**src/rtl/alsd_pkg.sv**
```systemverilog
// ----------------------------------------------------------------------------
// alsd_pkg
// shared types, codes and sizes of the led strip driver
// ----------------------------------------------------------------------------
package alsd_pkg;

    localparam int MAX_PIXELS = 64;
    // memory address width
    localparam int PIX_W = (MAX_PIXELS > 1) ? $clog2(MAX_PIXELS) : 1;
    // width that holds a pixel count up to MAX_PIXELS and any pixel_count value
    localparam int CNT_W = ($clog2(MAX_PIXELS + 1) > 7) ? $clog2(MAX_PIXELS + 1) : 7;
    localparam int WORD_W = 24;
    localparam int BIT_LAST = WORD_W - 1;

    localparam logic [6:0]  PIXEL_COUNT_RST = 7'd60;
    localparam logic [7:0]  PERIOD_TOP_RST  = 8'd50;
    localparam logic [7:0]  ONE_HIGH_RST    = 8'd40;
    localparam logic [7:0]  ZERO_HIGH_RST   = 8'd10;
    localparam logic [16:0] LATCH_TICKS_RST = 17'd74880;

    typedef enum logic [2:0] {
        MODE_WRITE  = 3'd0,
        MODE_READ   = 3'd1,
        MODE_COMMIT = 3'd2,
        MODE_DRAW   = 3'd3,
        MODE_TICK   = 3'd4
    } mode_t;

    typedef enum logic [1:0] {
        PH_IDLE   = 2'd0,
        PH_COMMIT = 2'd1,
        PH_SEND   = 2'd2,
        PH_LATCH  = 2'd3
    } phase_t;

    typedef enum logic [2:0] {
        REG_PIXEL_COUNT = 3'd0,
        REG_PERIOD_TOP  = 3'd1,
        REG_ONE_HIGH    = 3'd2,
        REG_ZERO_HIGH   = 3'd3,
        REG_LATCH_TICKS = 3'd4
    } reg_idx_t;

    typedef struct packed {
        logic [6:0]  pixel_count;
        logic [7:0]  period_top;
        logic [7:0]  one_high;
        logic [7:0]  zero_high;
        logic [16:0] latch_ticks;
    } cfg_t;

    typedef struct packed {
        logic [2:0] mode;
        logic [5:0] pixel_index;
        logic [7:0] red;
        logic [7:0] green;
        logic [7:0] blue;
    } item_t;

    typedef struct packed {
        logic [7:0] read_red;
        logic [7:0] read_green;
        logic [7:0] read_blue;
        logic       data_pin;
        logic       busy_res;
        logic       frame_done;
        logic       rejected;
    } result_t;

    typedef struct packed {
        logic              we;
        logic [PIX_W-1:0]  addr;
        logic [WORD_W-1:0] data;
    } store_wr_t;

endpackage

```
**src/rtl/alsd_cfg.sv**
```systemverilog
// ----------------------------------------------------------------------------
// alsd_cfg
// apb register file holding the strip timing and size settings
// ----------------------------------------------------------------------------
module alsd_cfg (
    input  logic                clk,
    input  logic                rst_n,
    input  logic                psel,
    input  logic                penable,
    input  logic                pwrite,
    input  logic [4:0]          paddr,
    input  logic [31:0]         pwdata,
    output logic [31:0]         prdata,
    output logic                pready,
    output alsd_pkg::cfg_t      cfg
);

    alsd_pkg::cfg_t cfg_reg;
    alsd_pkg::cfg_t cfg_next;
    logic [2:0]     reg_idx;
    logic           wr_en;

    assign reg_idx = paddr[4:2];
    assign wr_en   = psel && penable && pwrite;
    assign pready  = 1'b1;
    assign cfg     = cfg_reg;

    always_comb
    begin
        cfg_next = cfg_reg;
        if (wr_en)
        begin
            unique case (reg_idx)
                alsd_pkg::REG_PIXEL_COUNT: cfg_next.pixel_count = pwdata[6:0];
                alsd_pkg::REG_PERIOD_TOP:  cfg_next.period_top  = pwdata[7:0];
                alsd_pkg::REG_ONE_HIGH:    cfg_next.one_high    = pwdata[7:0];
                alsd_pkg::REG_ZERO_HIGH:   cfg_next.zero_high   = pwdata[7:0];
                alsd_pkg::REG_LATCH_TICKS: cfg_next.latch_ticks = pwdata[16:0];
                default:                   cfg_next = cfg_reg;
            endcase
        end
    end

    always_ff @(posedge clk or negedge rst_n)
    begin
        if (!rst_n)
        begin
            cfg_reg.pixel_count <= alsd_pkg::PIXEL_COUNT_RST;
            cfg_reg.period_top  <= alsd_pkg::PERIOD_TOP_RST;
            cfg_reg.one_high    <= alsd_pkg::ONE_HIGH_RST;
            cfg_reg.zero_high   <= alsd_pkg::ZERO_HIGH_RST;
            cfg_reg.latch_ticks <= alsd_pkg::LATCH_TICKS_RST;
        end
        else
        begin
            cfg_reg <= cfg_next;
        end
    end

    always_comb
    begin
        unique case (reg_idx)
            alsd_pkg::REG_PIXEL_COUNT: prdata = {25'd0, cfg_reg.pixel_count};
            alsd_pkg::REG_PERIOD_TOP:  prdata = {24'd0, cfg_reg.period_top};
            alsd_pkg::REG_ONE_HIGH:    prdata = {24'd0, cfg_reg.one_high};
            alsd_pkg::REG_ZERO_HIGH:   prdata = {24'd0, cfg_reg.zero_high};
            alsd_pkg::REG_LATCH_TICKS: prdata = {15'd0, cfg_reg.latch_ticks};
            default:                   prdata = 32'd0;
        endcase
    end

endmodule

```
**src/rtl/alsd_store.sv**
```systemverilog
// ----------------------------------------------------------------------------
// alsd_store
// pixel memory with registered read and per-entry valid bits for zero reset
// ----------------------------------------------------------------------------
module alsd_store (
    input  logic                            clk,
    input  logic                            rst_n,
    input  alsd_pkg::store_wr_t             wr,
    input  logic                            re,
    input  logic [alsd_pkg::PIX_W-1:0]      raddr,
    output logic [alsd_pkg::WORD_W-1:0]     rdata
);

    logic [alsd_pkg::WORD_W-1:0]     mem [alsd_pkg::MAX_PIXELS];
    logic [alsd_pkg::MAX_PIXELS-1:0] valid_reg;
    logic [alsd_pkg::WORD_W-1:0]     rd_data_reg;
    logic                            rd_valid_reg;

    always_ff @(posedge clk)
    begin
        if (wr.we)
        begin
            mem[wr.addr] <= wr.data;
        end
        if (re)
        begin
            rd_data_reg <= mem[raddr];
        end
    end

    always_ff @(posedge clk or negedge rst_n)
    begin
        if (!rst_n)
        begin
            valid_reg    <= '0;
            rd_valid_reg <= 1'b0;
        end
        else
        begin
            if (wr.we)
            begin
                valid_reg[wr.addr] <= 1'b1;
            end
            if (re)
            begin
                rd_valid_reg <= valid_reg[raddr];
            end
        end
    end

    // never written entries read as zero
    assign rdata = rd_valid_reg ? rd_data_reg : '0;

endmodule

```
**src/rtl/alsd_core.sv**
```systemverilog
// ----------------------------------------------------------------------------
// alsd_core
// phase sequencer: store accesses, bit timing, latch gap and result fields
// ----------------------------------------------------------------------------
module alsd_core (
    input  logic                            clk,
    input  logic                            rst_n,
    input  alsd_pkg::cfg_t                  cfg,
    input  logic [2:0]                      in_mode,
    input  logic [5:0]                      in_idx,
    input  logic                            complete,
    input  alsd_pkg::item_t                 item,
    input  logic [alsd_pkg::WORD_W-1:0]     stg_rdata,
    input  logic [alsd_pkg::WORD_W-1:0]     dsp_rdata,
    output logic [alsd_pkg::PIX_W-1:0]      stg_raddr,
    output logic [alsd_pkg::PIX_W-1:0]      dsp_raddr,
    output alsd_pkg::store_wr_t             stg_wr,
    output alsd_pkg::store_wr_t             dsp_wr,
    output alsd_pkg::result_t               res
);

    alsd_pkg::phase_t              phase_reg, phase_next;
    logic [alsd_pkg::PIX_W-1:0]    pixel_pos_reg, pixel_pos_next;
    logic [4:0]                    bit_pos_reg, bit_pos_next;
    logic [7:0]                    tick_reg, tick_next;
    logic [16:0]                   gap_reg, gap_next;
    logic                          pin_reg, pin_next;

    logic [alsd_pkg::CNT_W-1:0]    pc_ext;
    logic [alsd_pkg::CNT_W-1:0]    eff_n;
    logic [alsd_pkg::CNT_W-1:0]    idx_ext;
    logic [alsd_pkg::CNT_W-1:0]    in_idx_ext;
    logic [alsd_pkg::CNT_W-1:0]    pos_ext;
    logic [alsd_pkg::CNT_W-1:0]    pos_inc;
    logic [16:0]                   eff_latch;
    logic [17:0]                   gap_inc;
    logic                          in_range;
    logic [4:0]                    bit_sel;
    logic [7:0]                    high_ticks;

    assign pc_ext     = alsd_pkg::CNT_W'(cfg.pixel_count);
    assign eff_n      = (pc_ext == '0) ? alsd_pkg::CNT_W'(1) :
                        (pc_ext > alsd_pkg::CNT_W'(alsd_pkg::MAX_PIXELS)) ?
                        alsd_pkg::CNT_W'(alsd_pkg::MAX_PIXELS) : pc_ext;
    assign eff_latch  = (cfg.latch_ticks == 17'd0) ? 17'd1 : cfg.latch_ticks;
    assign idx_ext    = alsd_pkg::CNT_W'(item.pixel_index);
    assign in_idx_ext = alsd_pkg::CNT_W'(in_idx);
    assign pos_ext    = alsd_pkg::CNT_W'(pixel_pos_reg);
    assign pos_inc    = pos_ext + alsd_pkg::CNT_W'(1);
    assign gap_inc    = {1'b0, gap_reg} + 18'd1;
    assign in_range   = idx_ext < eff_n;
    assign bit_sel    = 5'(alsd_pkg::BIT_LAST) - bit_pos_reg;
    assign high_ticks = dsp_rdata[bit_sel] ? cfg.one_high : cfg.zero_high;

    // read addresses follow the incoming item, state is settled at that point
    assign stg_raddr = (in_mode == alsd_pkg::MODE_TICK) ? pixel_pos_reg :
                       in_idx_ext[alsd_pkg::PIX_W-1:0];
    assign dsp_raddr = pixel_pos_reg;

    always_comb
    begin
        phase_next     = phase_reg;
        pixel_pos_next = pixel_pos_reg;
        bit_pos_next   = bit_pos_reg;
        tick_next      = tick_reg;
        gap_next       = gap_reg;
        pin_next       = pin_reg;
        res            = '0;
        stg_wr.we      = 1'b0;
        stg_wr.addr    = idx_ext[alsd_pkg::PIX_W-1:0];
        stg_wr.data    = {item.green, item.red, item.blue};
        dsp_wr.we      = 1'b0;
        dsp_wr.addr    = pixel_pos_reg;
        dsp_wr.data    = stg_rdata;

        unique case (item.mode)
            alsd_pkg::MODE_WRITE:
            begin
                stg_wr.we    = complete && in_range;
                res.rejected = !in_range;
            end
            alsd_pkg::MODE_READ:
            begin
                if (in_range)
                begin
                    res.read_green = stg_rdata[23:16];
                    res.read_red   = stg_rdata[15:8];
                    res.read_blue  = stg_rdata[7:0];
                end
                res.rejected = !in_range;
            end
            alsd_pkg::MODE_COMMIT:
            begin
                if (phase_reg != alsd_pkg::PH_IDLE)
                begin
                    res.rejected = 1'b1;
                end
                else
                begin
                    phase_next     = alsd_pkg::PH_COMMIT;
                    pixel_pos_next = '0;
                end
            end
            alsd_pkg::MODE_DRAW:
            begin
                if (phase_reg != alsd_pkg::PH_IDLE)
                begin
                    res.rejected = 1'b1;
                end
                else
                begin
                    phase_next     = alsd_pkg::PH_SEND;
                    pixel_pos_next = '0;
                    bit_pos_next   = '0;
                    tick_next      = '0;
                end
            end
            alsd_pkg::MODE_TICK:
            begin
                pin_next = 1'b0;
                unique case (phase_reg)
                    alsd_pkg::PH_COMMIT:
                    begin
                        dsp_wr.we = complete && (pos_ext < eff_n);
                        if (pos_inc >= eff_n)
                        begin
                            phase_next     = alsd_pkg::PH_IDLE;
                            pixel_pos_next = '0;
                        end
                        else
                        begin
                            pixel_pos_next = pos_inc[alsd_pkg::PIX_W-1:0];
                        end
                    end
                    alsd_pkg::PH_SEND:
                    begin
                        pin_next = tick_reg < high_ticks;
                        if (tick_reg >= cfg.period_top)
                        begin
                            tick_next = '0;
                            if (bit_pos_reg >= 5'(alsd_pkg::BIT_LAST))
                            begin
                                bit_pos_next = '0;
                                if (pos_inc >= eff_n)
                                begin
                                    phase_next     = alsd_pkg::PH_LATCH;
                                    pixel_pos_next = '0;
                                    gap_next       = '0;
                                end
                                else
                                begin
                                    pixel_pos_next = pos_inc[alsd_pkg::PIX_W-1:0];
                                end
                            end
                            else
                            begin
                                bit_pos_next = bit_pos_reg + 5'd1;
                            end
                        end
                        else
                        begin
                            tick_next = tick_reg + 8'd1;
                        end
                    end
                    alsd_pkg::PH_LATCH:
                    begin
                        if (gap_inc >= {1'b0, eff_latch})
                        begin
                            gap_next       = '0;
                            phase_next     = alsd_pkg::PH_IDLE;
                            res.frame_done = 1'b1;
                        end
                        else
                        begin
                            gap_next = gap_inc[16:0];
                        end
                    end
                    default:
                    begin
                        pin_next = 1'b0;
                    end
                endcase
            end
            default:
            begin
                res.rejected = 1'b1;
            end
        endcase

        res.data_pin = pin_next;
        res.busy_res = phase_next != alsd_pkg::PH_IDLE;
    end

    always_ff @(posedge clk or negedge rst_n)
    begin
        if (!rst_n)
        begin
            phase_reg     <= alsd_pkg::PH_IDLE;
            pixel_pos_reg <= '0;
            bit_pos_reg   <= '0;
            tick_reg      <= '0;
            gap_reg       <= '0;
            pin_reg       <= 1'b0;
        end
        else if (complete)
        begin
            phase_reg     <= phase_next;
            pixel_pos_reg <= pixel_pos_next;
            bit_pos_reg   <= bit_pos_next;
            tick_reg      <= tick_next;
            gap_reg       <= gap_next;
            pin_reg       <= pin_next;
        end
    end

    // latch gap starts with the bit counters cleared
    assert property (@(posedge clk) disable iff (!rst_n)
        (phase_reg == alsd_pkg::PH_LATCH) |-> (bit_pos_reg == '0 && tick_reg == '0))
        else $error("bit counters not cleared in latch gap");

    // frame end returns the sequencer to idle
    assert property (@(posedge clk) disable iff (!rst_n)
        (complete && res.frame_done) |=> (phase_reg == alsd_pkg::PH_IDLE))
        else $error("frame end did not return to idle");

    // bit position never leaves the pixel word
    assert property (@(posedge clk) disable iff (!rst_n)
        bit_pos_reg <= 5'(alsd_pkg::BIT_LAST))
        else $error("bit position out of range");

    // display store is written only by a commit tick
    assert property (@(posedge clk) disable iff (!rst_n)
        dsp_wr.we |-> (phase_reg == alsd_pkg::PH_COMMIT && complete))
        else $error("display write outside commit");

endmodule

```
**src/rtl/addressable_led_strip_driver.sv**
```systemverilog
// ----------------------------------------------------------------------------
// addressable_led_strip_driver
// single-wire rgb led strip driver with staging and display pixel stores
// flow: the store read is issued as a transaction is accepted; state, stores
//   and the result register are updated once the output register is free, and
//   with one item in flight a new item is taken only after the last completes
// reset: asynchronous, clears control state and store valid bits, so both
//   stores read as zero at once; no clearing pass is needed
// ----------------------------------------------------------------------------
module addressable_led_strip_driver (
    input  logic        clk,
    input  logic        rst_n,
    // input stream
    input  logic        s_axis_tvalid,
    output logic        s_axis_tready,
    input  logic [31:0] s_axis_tdata,  // pixel_index[5:0], red[13:6], green[21:14],
                                       // blue[29:22], zero fill
    input  logic [2:0]  s_axis_tuser,  // mode[2:0]
    // result stream
    output logic        m_axis_tvalid,
    input  logic        m_axis_tready,
    output logic [31:0] m_axis_tdata,  // read_red[7:0], read_green[15:8],
                                       // read_blue[23:16], data_pin[24], busy_res[25],
                                       // frame_done[26], rejected[27], zero fill
    // configuration port
    input  logic        psel,
    input  logic        penable,
    input  logic        pwrite,
    input  logic [4:0]  paddr,
    input  logic [31:0] pwdata,
    output logic [31:0] prdata,
    output logic        pready
);

    alsd_pkg::cfg_t              cfg;
    alsd_pkg::item_t             item_reg;
    alsd_pkg::result_t           res;
    alsd_pkg::result_t           out_reg;
    alsd_pkg::store_wr_t         stg_wr;
    alsd_pkg::store_wr_t         dsp_wr;
    logic [alsd_pkg::PIX_W-1:0]  stg_raddr;
    logic [alsd_pkg::PIX_W-1:0]  dsp_raddr;
    logic [alsd_pkg::WORD_W-1:0] stg_rdata;
    logic [alsd_pkg::WORD_W-1:0] dsp_rdata;
    logic                        pend_reg, pend_next;
    logic                        out_valid_reg, out_valid_next;
    logic                        accept;
    logic                        complete;

    // one item in flight: the store read is issued at the accepting edge,
    // the item finishes once the output register is free
    assign s_axis_tready = !pend_reg;
    assign accept        = s_axis_tvalid && s_axis_tready;
    assign complete      = pend_reg && (!out_valid_reg || m_axis_tready);

    assign pend_next      = accept ? 1'b1 : (complete ? 1'b0 : pend_reg);
    assign out_valid_next = complete ? 1'b1 : (m_axis_tready ? 1'b0 : out_valid_reg);

    always_ff @(posedge clk or negedge rst_n)
    begin
        if (!rst_n)
        begin
            pend_reg      <= 1'b0;
            out_valid_reg <= 1'b0;
        end
        else
        begin
            pend_reg      <= pend_next;
            out_valid_reg <= out_valid_next;
        end
    end

    // payload registers
    always_ff @(posedge clk)
    begin
        if (accept)
        begin
            item_reg.mode        <= s_axis_tuser;
            item_reg.pixel_index <= s_axis_tdata[5:0];
            item_reg.red         <= s_axis_tdata[13:6];
            item_reg.green       <= s_axis_tdata[21:14];
            item_reg.blue        <= s_axis_tdata[29:22];
        end
        if (complete)
        begin
            out_reg <= res;
        end
    end

    assign m_axis_tvalid = out_valid_reg;
    assign m_axis_tdata  = {4'd0, out_reg.rejected, out_reg.frame_done, out_reg.busy_res,
                            out_reg.data_pin, out_reg.read_blue, out_reg.read_green,
                            out_reg.read_red};

    alsd_cfg u_cfg (
        .clk     (clk),
        .rst_n   (rst_n),
        .psel    (psel),
        .penable (penable),
        .pwrite  (pwrite),
        .paddr   (paddr),
        .pwdata  (pwdata),
        .prdata  (prdata),
        .pready  (pready),
        .cfg     (cfg)
    );

    // staging store: software writes and reads, commit source
    alsd_store u_stg (
        .clk   (clk),
        .rst_n (rst_n),
        .wr    (stg_wr),
        .re    (accept),
        .raddr (stg_raddr),
        .rdata (stg_rdata)
    );

    // display store: commit target, serializer source
    alsd_store u_dsp (
        .clk   (clk),
        .rst_n (rst_n),
        .wr    (dsp_wr),
        .re    (accept),
        .raddr (dsp_raddr),
        .rdata (dsp_rdata)
    );

    alsd_core u_core (
        .clk       (clk),
        .rst_n     (rst_n),
        .cfg       (cfg),
        .in_mode   (s_axis_tuser),
        .in_idx    (s_axis_tdata[5:0]),
        .complete  (complete),
        .item      (item_reg),
        .stg_rdata (stg_rdata),
        .dsp_rdata (dsp_rdata),
        .stg_raddr (stg_raddr),
        .dsp_raddr (dsp_raddr),
        .stg_wr    (stg_wr),
        .dsp_wr    (dsp_wr),
        .res       (res)
    );

endmodule

```
**config.mk**
```make
export PLATFORM = sky130hd
export DESIGN_NAME = addressable_led_strip_driver
export DESIGN_NICKNAME = d
export VERILOG_FILES = /design/src/rtl/alsd_pkg.sv /design/src/rtl/alsd_cfg.sv /design/src/rtl/alsd_store.sv /design/src/rtl/alsd_core.sv /design/src/rtl/addressable_led_strip_driver.sv
export SDC_FILE = /design/constraint.sdc
export NUM_CORES = 2
export LEC_CHECK = 0
export ABC_AREA = 1
export BUFFER_PORTS_ARGS = -buffer_cell sky130_fd_sc_hd__buf_2
export CAP_MARGIN = 20
export CORE_UTILIZATION = 50
export CTS_CLUSTER_SIZE = 40
export DETAILED_ROUTE_END_ITERATION = 8
export GPL_TIMING_DRIVEN = 0
export PLACE_DENSITY = 0.65
export SLEW_MARGIN = 20
export SYNTH_ARGS = -nofsm -noshare
export SYNTH_HDL_FRONTEND = slang
export SYNTH_SLANG_ARGS = --single-unit
```
**constraint.sdc**
```tcl
create_clock -name clk -period 10.45 [get_ports clk]
set_input_delay 1.045 -clock clk [delete_from_list [all_inputs] [get_ports clk]]
set_output_delay 1.045 -clock clk [all_outputs]
set_load 0.005 [all_outputs]
```
==> metrics.txt <==
Final Hold Fails=11; #FFs+latches synth=3,400; via count=93,000; layout cells sized above 1=14.6%; initial core utilization=50.5%; number of setup buffers added after CTS=0; Max clock buf depth=4; worst vdd ir=159 uV; final setup fails=0; synth top area cells=edfxtp_1 (73%), dfrtp_1 (3.9%), o21ai_0 (3.0%); largest net degree at the start of global routing=99; worst-margin pin slew=1.40 ns; Worst-path clk slew=0.06 ns; ys flop type=edfxtp_1; outcome=finished with violations; crit-path cells=nand3_2 > inv_1 > buf_2 > buf_2 > buf_1 > nand2_1 > nand2_1 > inv_1 > ha_1 > nand4_1 > o211ai_1 > nand2_1 > nor2_1 > o21ai_0 > inv_1 > clkbuf_1 > o22ai_1; CTS Buf Count=346; leakage=52.1 nW; Ys Warns=0; period utilisation layout=59.4%; delay-heaviest family, CP=buffers and inverters; CP Launch Type=register; skew final=0.0638 ns; maximum fanout along the worst path=11; gr usage total=38.3%; WP buf/inv=7; # fillers=19,700; Hold Slack=-0.0151 ns; RSZ-0062 raised after global routing=no; gr ovfl total=0; per-cell routed wire length=37.7 microns; post-cts sizing count=0; largest registers=u_dsp.mem: 1536 flops, u_stg.mem: 1536 flops; Core Region=0.261 sq mm; area leader, netlist=edfxtp_1; vias per cell=6.78; die area=0.265 sq mm; Die Y=515 microns; Die Width=515 microns; initial antenna violation count=35; max cap viols=0; Slew Limit Headroom=6.79%; Worst EP required=11.26 ns; Worst Path Arrival=7.02 ns; GP Congestion=1.00; I/O pins=146; Final nets=10,100; Seq/Total Area, Yosys=76.8%; first-pass GRT wire length=694,000 microns; crit path kind=register to register; H-tree levels=5; post-synth top area share=72.6%; cts hold-fix bufs=0; setup TNS=0 ns; drt pass-1 iters=7; CTS tree=done; post-synth cell types=64; vias in the first global route=86,400; synthesized area per cell=14.3 sq um; final setup margin=4.24 ns; commonest non-fill, non-tap cell in the layout=edfxtp_1; fmax=161 MHz; biggest cell delay along the critical path=0.59 ns; most frequent cells in the layout=edfxtp_1 (3,181), nand2_1 (907), nor2_1 (903); crit path time final=6.21 ns; pre-CTS setup slack=4.56 ns; # rows=187; DR DRC count=0; PD cells=217 mW/mm^2; Crit-path slowest cell=buf_2; clock sinks=3,400; Worst-Skew Late Latency=0.98 ns; Worst Hold Class=input port to asynchronous set/reset pin; root buffer cell=clkbuf_16; Syn-to-layout area delta=17.7%; post-route antenna net violation count=0; Post-DP HPWL=358,000 microns; Routed WL=517,000 microns; initial DRC count=18,100; Async SR Flop Fraction=6.44%; Crit. End Element=register; Syn Inst Count=9,167; violated checks=negative hold slack; count of flip-flops with a built-in enable after synthesis=3,181; fin. max-slew vios=0; Buffers on Ports=105; Cell Area, Synth=0.132 sq mm
-- kinds of logic (layout without fill, tap and decap cells) --
logic type	Yosys count	in the layout	share of synthesized area [%]
compound gates	2277	2277	11.4
buf+inv	897	1915	3.04
mux	2	2	0.0152
other cells	2	36	0.00571
simple gates	2515	2515	8.12
fa+ha+maj	56	56	0.533
xor+xnor	18	18	0.120
flops	3400	3400	76.8
-- metal layers --
metal / share of wire [%] / global-route usage, %
met5: 0.049 / 0
met4: 8.1 / 25.2
met3: 16 / 13.4
met2: 43 / 56.1
met1: 33 / 48.4
-- area by class of cell --
class / count / area (sq um) / area share, %
Sequential cell: 3400 / 101000 / 65.2
Multi-Input combinational cell: 4888 / 27600 / 17.8
Clock buffer: 440 / 9260 / 5.98
Timing Repair Buffer: 388 / 6490 / 4.19
Tap cell: 3496 / 4370 / 2.82
Buffer: 608 / 2970 / 1.92
Clock inverter: 190 / 2050 / 1.32
Inverter: 289 / 1110 / 0.717
Antenna cell: 16 / 40.0 / 0.0259
-- power breakdown --
part	total (W)	internal, W	switching, W
combinational	0.00541	0.00132	0.00410
clock	0.0126	0.00715	0.00545
sequential	0.0156	0.0154	0.000166
total	0.0336	0.0239	0.00971
-- final timing paths --
path	startpoint	to	slack, ns	cells after the start
hold / removal	rst_n	u_core.bit_pos_reg[3]	-0.02	1
setup reg to reg	u_core.dsp_raddr[1]	u_core.gap_reg[6]	4.24	17
min in group clk	s_axis_tdata[18]	item_reg[12]	0.26	1
max in group asynchronous	rst_n	u_stg.valid_reg[31]	9.54	2
setup / recovery	u_core.dsp_raddr[1]	u_core.gap_reg[6]	4.24	17
hold reg to reg	u_dsp.valid_reg[24]	u_dsp.valid_reg[24]	0.46	2
-- stage by stage --
stage               total power [W]  instance area [sq um]  util, %  cells
finish                       0.0336                 155000     59.4  13700
CTS                          0.0332                 155000     59.4  13700
global placement             0.0207                 137000     52.4  12800
detailed placement           0.0210                 144000     55.1  13100
global route                 0.0341                 155000     59.4  13700
floorplan                    0.0183                 132000        -   9185
-- synthesized netlist by cell type, types with 3 or more instances --
cell and n:
nor2_1 1024, inv_2 14, nand4_1 219, a22oi_1 239, o21ai_1 190, buf_1 28
o221ai_1 205, o21ai_0 784, o21bai_1 13, a21o_1 3, nand3_2 8, dfrtp_1 204
dfstp_2 15, inv_1 272, a221oi_2 11, clkbuf_1 279, o41ai_1 5, or2_1 34
nor2_2 13, buf_4 41, edfxtp_1 3181, nor4_1 8, xor2_1 17, o211ai_1 200
nand2_1 907, nor3b_1 3, nor3_2 3, o22ai_1 229, a21oi_1 75, nor3_1 17
a22o_1 146, or2_2 35, a221oi_1 160, nand3_1 234, a31oi_1 3, buf_2 234
ha_1 56, buf_6 25
No activity file was read; power rests on OpenSTA's default activity.
